`src/sv/rank_select_bit_vector_assert.svh`:
```
// ----------------------------------------------------------------------------
// rank_select_bit_vector_assert.svh
// Assertion macros for the rank/select bit vector RTL. They expect a
// clock named clock and an active-high synchronous reset named reset in scope.
// ----------------------------------------------------------------------------
`ifndef RANK_SELECT_BIT_VECTOR_ASSERT_SVH
`define RANK_SELECT_BIT_VECTOR_ASSERT_SVH

// condition must hold in the same cycle as the trigger
`define RSBV_ASSERT_NOW(label, ante, cons, msg) \
   label: assert property (@(posedge clock) disable iff (reset) (ante) |-> (cons)) \
      else $error(msg);

// condition must hold in the cycle after the trigger
`define RSBV_ASSERT_NEXT(label, ante, cons, msg) \
   label: assert property (@(posedge clock) disable iff (reset) (ante) |=> (cons)) \
      else $error(msg);

`endif

```
`src/sv/rsbv_pkg.sv`:
```
// ----------------------------------------------------------------------------
// rsbv_pkg
// Types, codes and helpers shared by the rank/select bit vector modules.
// ----------------------------------------------------------------------------
`default_nettype none

package rsbv_pkg;

   // default geometry
   localparam int CAPACITY_BITS_DEF    = 65536;
   localparam int LARGE_BLOCK_BITS_DEF = 2048;
   localparam int SMALL_BLOCK_BITS     = 128;
   localparam int WORD_BITS            = 64;
   localparam int WORDS_PER_SMALL      = SMALL_BLOCK_BITS / WORD_BITS;

   // field widths
   localparam int MODE_W = 3;
   localparam int OPND_W = 17;

   // item modes
   localparam logic [MODE_W-1:0] MODE_CLEAR    = 3'd0;
   localparam logic [MODE_W-1:0] MODE_SET      = 3'd1;
   localparam logic [MODE_W-1:0] MODE_FINALIZE = 3'd2;
   localparam logic [MODE_W-1:0] MODE_RANK     = 3'd3;
   localparam logic [MODE_W-1:0] MODE_SELECT   = 3'd4;

   // datapath commands
   localparam int OP_W = 5;
   localparam logic [OP_W-1:0] OP_NONE    = 5'd0;
   localparam logic [OP_W-1:0] OP_LOAD    = 5'd1;
   localparam logic [OP_W-1:0] OP_CLR     = 5'd2;
   localparam logic [OP_W-1:0] OP_SET_RD  = 5'd3;
   localparam logic [OP_W-1:0] OP_SET_WR  = 5'd4;
   localparam logic [OP_W-1:0] OP_FIN_RD  = 5'd5;
   localparam logic [OP_W-1:0] OP_FIN_ACC = 5'd6;
   localparam logic [OP_W-1:0] OP_RANK_RD = 5'd7;
   localparam logic [OP_W-1:0] OP_RANK_A  = 5'd8;
   localparam logic [OP_W-1:0] OP_RANK_B  = 5'd9;
   localparam logic [OP_W-1:0] OP_LS_RD   = 5'd10;
   localparam logic [OP_W-1:0] OP_LS_CMP  = 5'd11;
   localparam logic [OP_W-1:0] OP_SS_INIT = 5'd12;
   localparam logic [OP_W-1:0] OP_SS_RD   = 5'd13;
   localparam logic [OP_W-1:0] OP_SS_CMP  = 5'd14;
   localparam logic [OP_W-1:0] OP_WD_INIT = 5'd15;
   localparam logic [OP_W-1:0] OP_WD_CHK  = 5'd16;
   localparam logic [OP_W-1:0] OP_WD_RD   = 5'd17;
   localparam logic [OP_W-1:0] OP_WS_STEP = 5'd18;
   localparam logic [OP_W-1:0] OP_RESULT  = 5'd19;

   typedef struct packed {
      logic [MODE_W-1:0] mode;
      logic [OPND_W-1:0] operand;
   } req_type;

   typedef struct packed {
      logic [OPND_W-1:0] answer;
      logic              error;
   } rsp_type;

   typedef struct packed {
      logic [OP_W-1:0] op;
   } cmd_type;

   typedef struct packed {
      logic [MODE_W-1:0] mode;
      logic              err;
      logic              at_cap;
      logic              large_more;
      logic              small_more;
      logic              cnt_last;
      logic              ws_last;
      logic              rsp_free;
   } status_type;

   // population count of one word by field halving
   function automatic logic [6:0] pop64(input logic [63:0] w);
      logic [63:0] x;
      x = (w & 64'h5555555555555555) + ((w >> 1) & 64'h5555555555555555);
      x = (x & 64'h3333333333333333) + ((x >> 2) & 64'h3333333333333333);
      x = (x & 64'h0f0f0f0f0f0f0f0f) + ((x >> 4) & 64'h0f0f0f0f0f0f0f0f);
      x = (x & 64'h00ff00ff00ff00ff) + ((x >> 8) & 64'h00ff00ff00ff00ff);
      x = (x & 64'h0000ffff0000ffff) + ((x >> 16) & 64'h0000ffff0000ffff);
      x = (x & 64'h00000000ffffffff) + (x >> 32);
      return x[6:0];
   endfunction

endpackage

`default_nettype wire

```
`src/sv/rsbv_ctrl.sv`:
```
// ----------------------------------------------------------------------------
// rsbv_ctrl
// Sequencer for the rank/select bit vector: walks each item through its
// datapath commands and holds off new items while busy.
// ----------------------------------------------------------------------------
`default_nettype none

module rsbv_ctrl (
   input  logic                 clock,
   input  logic                 reset,
   input  logic                 req_valid,
   output logic                 req_stall,
   output rsbv_pkg::cmd_type    cmd,
   input  rsbv_pkg::status_type status
);
   import rsbv_pkg::*;

   localparam logic [4:0] S_CLR_BOOT = 5'd0;
   localparam logic [4:0] S_IDLE     = 5'd1;
   localparam logic [4:0] S_DISP     = 5'd2;
   localparam logic [4:0] S_CLR_ITEM = 5'd3;
   localparam logic [4:0] S_SET_RD   = 5'd4;
   localparam logic [4:0] S_SET_WR   = 5'd5;
   localparam logic [4:0] S_FIN_RD   = 5'd6;
   localparam logic [4:0] S_FIN_ACC  = 5'd7;
   localparam logic [4:0] S_RANK_RD  = 5'd8;
   localparam logic [4:0] S_RANK_A   = 5'd9;
   localparam logic [4:0] S_RANK_B   = 5'd10;
   localparam logic [4:0] S_LS_RD    = 5'd11;
   localparam logic [4:0] S_LS_CMP   = 5'd12;
   localparam logic [4:0] S_SS_INIT  = 5'd13;
   localparam logic [4:0] S_SS_RD    = 5'd14;
   localparam logic [4:0] S_SS_CMP   = 5'd15;
   localparam logic [4:0] S_WD_INIT  = 5'd16;
   localparam logic [4:0] S_WD_CHK   = 5'd17;
   localparam logic [4:0] S_WD_RD    = 5'd18;
   localparam logic [4:0] S_WS       = 5'd19;
   localparam logic [4:0] S_DONE     = 5'd20;

   logic [4:0] state_ff;
   logic [4:0] state_in;

   assign req_stall = (state_ff != S_IDLE);

   // next state and command
   always_comb begin
      state_in = state_ff;
      cmd.op   = OP_NONE;
      case (state_ff)
         S_CLR_BOOT: begin
            cmd.op = OP_CLR;
            if (status.cnt_last) state_in = S_IDLE;
         end
         S_IDLE: begin
            if (req_valid) begin
               cmd.op   = OP_LOAD;
               state_in = S_DISP;
            end
         end
         S_DISP: begin
            case (status.mode)
               MODE_CLEAR:    state_in = S_CLR_ITEM;
               MODE_SET:      state_in = status.err ? S_DONE : S_SET_RD;
               MODE_FINALIZE: state_in = S_FIN_RD;
               MODE_RANK:     state_in = (status.err || status.at_cap) ? S_DONE : S_RANK_RD;
               MODE_SELECT:   state_in = status.err ? S_DONE : S_LS_RD;
               default:       state_in = S_DONE;
            endcase
         end
         S_CLR_ITEM: begin
            cmd.op = OP_CLR;
            if (status.cnt_last) state_in = S_DONE;
         end
         S_SET_RD: begin
            cmd.op   = OP_SET_RD;
            state_in = S_SET_WR;
         end
         S_SET_WR: begin
            cmd.op   = OP_SET_WR;
            state_in = S_DONE;
         end
         S_FIN_RD: begin
            cmd.op   = OP_FIN_RD;
            state_in = S_FIN_ACC;
         end
         S_FIN_ACC: begin
            cmd.op   = OP_FIN_ACC;
            state_in = status.cnt_last ? S_DONE : S_FIN_RD;
         end
         S_RANK_RD: begin
            cmd.op   = OP_RANK_RD;
            state_in = S_RANK_A;
         end
         S_RANK_A: begin
            cmd.op   = OP_RANK_A;
            state_in = S_RANK_B;
         end
         S_RANK_B: begin
            cmd.op   = OP_RANK_B;
            state_in = S_DONE;
         end
         S_LS_RD: begin
            if (status.large_more) begin
               cmd.op   = OP_LS_RD;
               state_in = S_LS_CMP;
            end else begin
               state_in = S_SS_INIT;
            end
         end
         S_LS_CMP: begin
            cmd.op   = OP_LS_CMP;
            state_in = S_LS_RD;
         end
         S_SS_INIT: begin
            cmd.op   = OP_SS_INIT;
            state_in = S_SS_RD;
         end
         S_SS_RD: begin
            if (status.small_more) begin
               cmd.op   = OP_SS_RD;
               state_in = S_SS_CMP;
            end else begin
               state_in = S_WD_INIT;
            end
         end
         S_SS_CMP: begin
            cmd.op   = OP_SS_CMP;
            state_in = S_SS_RD;
         end
         S_WD_INIT: begin
            cmd.op   = OP_WD_INIT;
            state_in = S_WD_CHK;
         end
         S_WD_CHK: begin
            cmd.op   = OP_WD_CHK;
            state_in = S_WD_RD;
         end
         S_WD_RD: begin
            cmd.op   = OP_WD_RD;
            state_in = S_WS;
         end
         S_WS: begin
            cmd.op = OP_WS_STEP;
            if (status.ws_last) state_in = S_DONE;
         end
         S_DONE: begin
            if (status.rsp_free) begin
               cmd.op   = OP_RESULT;
               state_in = S_IDLE;
            end
         end
         default: state_in = S_CLR_BOOT;
      endcase
   end

   // state register, clearing pass after reset
   always_ff @(posedge clock) begin
      if (reset) begin
         state_ff <= S_CLR_BOOT;
      end else begin
         state_ff <= state_in;
      end
   end

endmodule

`default_nettype wire

```
`config.mk`:
```
export PLATFORM = sky130hd
export DESIGN_NAME = rsbv_ctrl
export DESIGN_NICKNAME = d
export VERILOG_FILES = /design/src/sv/rank_select_bit_vector_assert.svh /design/src/sv/rsbv_pkg.sv /design/src/sv/rsbv_ctrl.sv
export SDC_FILE = /design/constraint.sdc
export NUM_CORES = 1
export LEC_CHECK = 0
export ABC_CLOCK_PERIOD_IN_PS = 6590
export BUFFER_PORTS_ARGS = -buffer_cell sky130_fd_sc_hd__buf_2
export CAP_MARGIN = 10
export CORE_MARGIN = 2
export CORE_UTILIZATION = 56
export DETAILED_ROUTE_END_ITERATION = 16
export GPL_ROUTABILITY_DRIVEN = 0
export GPL_TIMING_DRIVEN = 0
export PLACE_DENSITY = 0.79
export SETUP_SLACK_MARGIN = 0.05
export SYNTH_ARGS = -nofsm -noshare
export SYNTH_HDL_FRONTEND = slang
export SYNTH_SLANG_ARGS = --single-unit
```
`constraint.sdc`:
```
create_clock -name clock -period 6.59 [get_ports clock]
set_clock_uncertainty 0.2 [all_clocks]
set_input_delay 0.659 -clock clock [delete_from_list [all_inputs] [get_ports clock]]
set_output_delay 0.659 -clock clock [all_outputs]
set_load 0.01 [all_outputs]
```
==> run metrics <==
fin nets=155; CP required=5.73 ns; Worst R2R End=state_ff[4]; initial antenna violation count=0; CP startpoint kind=flop; Clock Latency Late Sink=0.24 ns; CTS sink count=5; worst vdd ir=approximately 0.15 mV; routed len/inst=approximately 14 um; Critical path origin=state_ff[0]; Die Ht=between 40 and 50 um; post-CTS setup buffers=0; Seq cells post-synth=5; worst r2r src=state_ff[1]; largest family of logic cells by synthesized area=compound AO/OA/AOI/OAI gates; fmax=between 300 and 400 MHz; layout cells sized above 1=between 10% and 20%; Setup TNS=0 ns; critical path's slowest cell=a2111oi_0; syn_nets=~130; leakage power total=roughly 0.34 nW; Synth Area in Adders=0%; core area=~1300 um2; Worst-Margin Slew=0.461 ns; critical path class=reg2out; Cell Area, Synth=~770 um2; CTS Hold Buffers Added=0; Initial Util=59.6%; total track usage=between 20% and 30%; CTS root buf=clkbuf_4; EDFF count, synth=0; Final Hold Violating Endpoints=0; drt pass-1 iters=5; PortBufs=18; global-route wire length before repair=~3300 um; worst rel slew slack=roughly 69%; Pwr Density=328 nW/um2; I/O pins=19; Clock Path Buffers=2; GRT overflow=0; Max Cap Viol=0; Cells after Synth=around 120; DR DRC count=0; Biggest register=state_ff; final antenna-violating net count=0; via count=997; dpl hpwl=1630 um; largest stage delay on the critical path=roughly 0.38 ns; CP max FO=10; # setup viols final=0; vias in the first global route=a little under 800; final wirelength=approximately 2200 um; Die ar.=around 1700 um2; Final Util=approximately 70%; critical path depth=6; Final Instance Area=about 900 um2; post-synthesis xor/xnor area fraction=between 1 and 1.5%; simple-gate portion of the synthesized area=approximately a third; post-synth cell types=41; DR iter-0 viols=47; Compound-Gate Fraction of Synth Area=slightly above 40%; largest net degree at the start of global routing=11; CTS tree=built; CTS resizes=0; synth-to-layout area growth=17.6%; worst min path class=in2reg; H-Tree Depth=1; Fill cells=between 100 and 150; ys async rst share=0%; crit end category=primary output; Worst setup endpoint=cmd[4]; Synth Area per Inst=between 6 and 7 um2; Worst-path clk slew=0.04 ns; period utilisation layout=42.2%; setup slack, reg-to-reg=4.16 ns; Critical path buffers and inverters=3; Largest register FFs=5; RSZ-0062 raised after global routing=false; Worst path top cell family by delay=buffers and inverters; final worst path period need=2.78 ns; Max Slew Vio Count=0; Placed Area=approximately 870 um2; Regs by FF count=state_ff (5); DR vias/cell=6.39; ordered cell list for the critical path=clkbuf_1, buf_1, nor2_1, nand2_1, a2111oi_0, buf_2; FP Rows=13; status=completed; mux cell area share after synthesis=under 10%; sequential area share after synthesis=13.1%; CTS buffer count=3; ys flop type=dfxtp_1; DIE WIDTH=41.0 um; synth warn=0; Critical Path AT=1.93 ns; Reg2Reg Depth=6; Ant. Diodes=0
==> Yosys cell counts (2+ instances only) <==
cell type | count | area share [%]
nor2_1 | 10 | 4.9
nor3_1 | 8 | 5.2
a211oi_1 | 4 | 3.9
nand2_1 | 13 | 6.4
nor3b_1 | 2 | 2.0
nor2b_1 | 4 | 3.3
o21ai_0 | 9 | 5.9
nand3_1 | 2 | 1.3
a21oi_1 | 7 | 4.6
or4_1 | 2 | 2.0
o211ai_1 | 3 | 2.9
a2111oi_0 | 3 | 3.4
nand4_1 | 2 | 1.6
buf_1 | 2 | 0.98
clkbuf_1 | 6 | 2.9
inv_1 | 6 | 2.9
o21a_1 | 5 | 4.9
dfxtp_1 | 5 | 13
o22ai_1 | 2 | 1.6
nand2b_1 | 2 | 1.6
o31ai_1 | 2 | 2.0
==> metal layers <==
layer / part of all wire, % / vias to the layer above / global-route usage [%]
met5: 0 / - / 0
met4: 0.88 / 0 / 7.50
met3: 9.6 / 4 / 6.52
met2: 46 / 57 / 46.9
met1: 43 / 443 / 36.3
li1: - / 493 / -
==> kinds of logic after synthesis <==
logic type,after synthesis
AOI/OAI and AO/OA,45
muxes,1
xor gates and xnor gates,1
buffers and inverters,16
DFF,5
and+or+nand+nor,51
==> cells in the final DEF (no fill, tap or decap), types with 2 or more instances in the layout <==
| cell type | count |
|---|---|
| o21ai_0 | 9 |
| o21a_1 | 5 |
| nor3b_1 | 2 |
| inv_1 | 6 |
| a2111oi_0 | 3 |
| nand4_1 | 2 |
| nor3_1 | 8 |
| buf_2 | 18 |
| clkbuf_4 | 3 |
| nor2b_1 | 4 |
| o22ai_1 | 2 |
| o31ai_1 | 2 |
| nor2_1 | 10 |
| nand3_1 | 2 |
| dfxtp_1 | 5 |
| o211ai_1 | 3 |
| nand2_1 | 13 |
| a21oi_1 | 7 |
| a211oi_1 | 4 |
| or4_1 | 2 |
| buf_1 | 2 |
| clkbuf_1 | 7 |
| nand2b_1 | 2 |
==> area by class of cell <==
class | instances | area [um2] | area share [%]
Multi-Input combinational cell | 98 | 594 | 66.0
Sequential cell | 5 | 100 | 11.1
Timing Repair Buffer | 18 | 90.1 | 10.0
Buffer | 10 | 48.8 | 5.42
Clock buffer | 4 | 26.3 | 2.92
Inverter | 6 | 22.5 | 2.50
Tap cell | 15 | 18.8 | 2.08
==> worst min-delay path by stage <==
stage | start | endpoint | slack, ns | depth (start not counted)
floorplan | state_ff[2] | state_ff[4] | 0.47 | 3
CTS | reset | state_ff[3] | 0.45 | 2
global route | reset | state_ff[3] | 0.46 | 2
global placement | state_ff[2] | state_ff[4] | 0.55 | 3
finish | reset | state_ff[3] | 0.45 | 2
detailed placement | state_ff[2] | state_ff[4] | 0.55 | 3
==> per-stage QoR <==
step | hold WS, ns | cells | power, mW | setup WS (ns)
6_report | 0.450 | 156 | 0.296 | 3.81
3_5_place_dp | 0.549 | 152 | 0.256 | 4.07
2_1_floorplan | 0.471 | 119 | 0.203 | 4.10
5_1_grt | 0.455 | 156 | 0.322 | 3.62
4_1_cts | 0.448 | 156 | 0.292 | 3.82
3_3_place_gp | 0.551 | 152 | 0.253 | 4.10
==> where the power goes <==
group	total, mW	switching, mW	leakage [nW]	internal, mW
combinational	0.219	0.134	0.280	0.0851
sequential	0.0413	0.00279	0.0409	0.0385
clock	0.0352	0.0123	0.0150	0.0229
(Power assumes the default switching activity.)
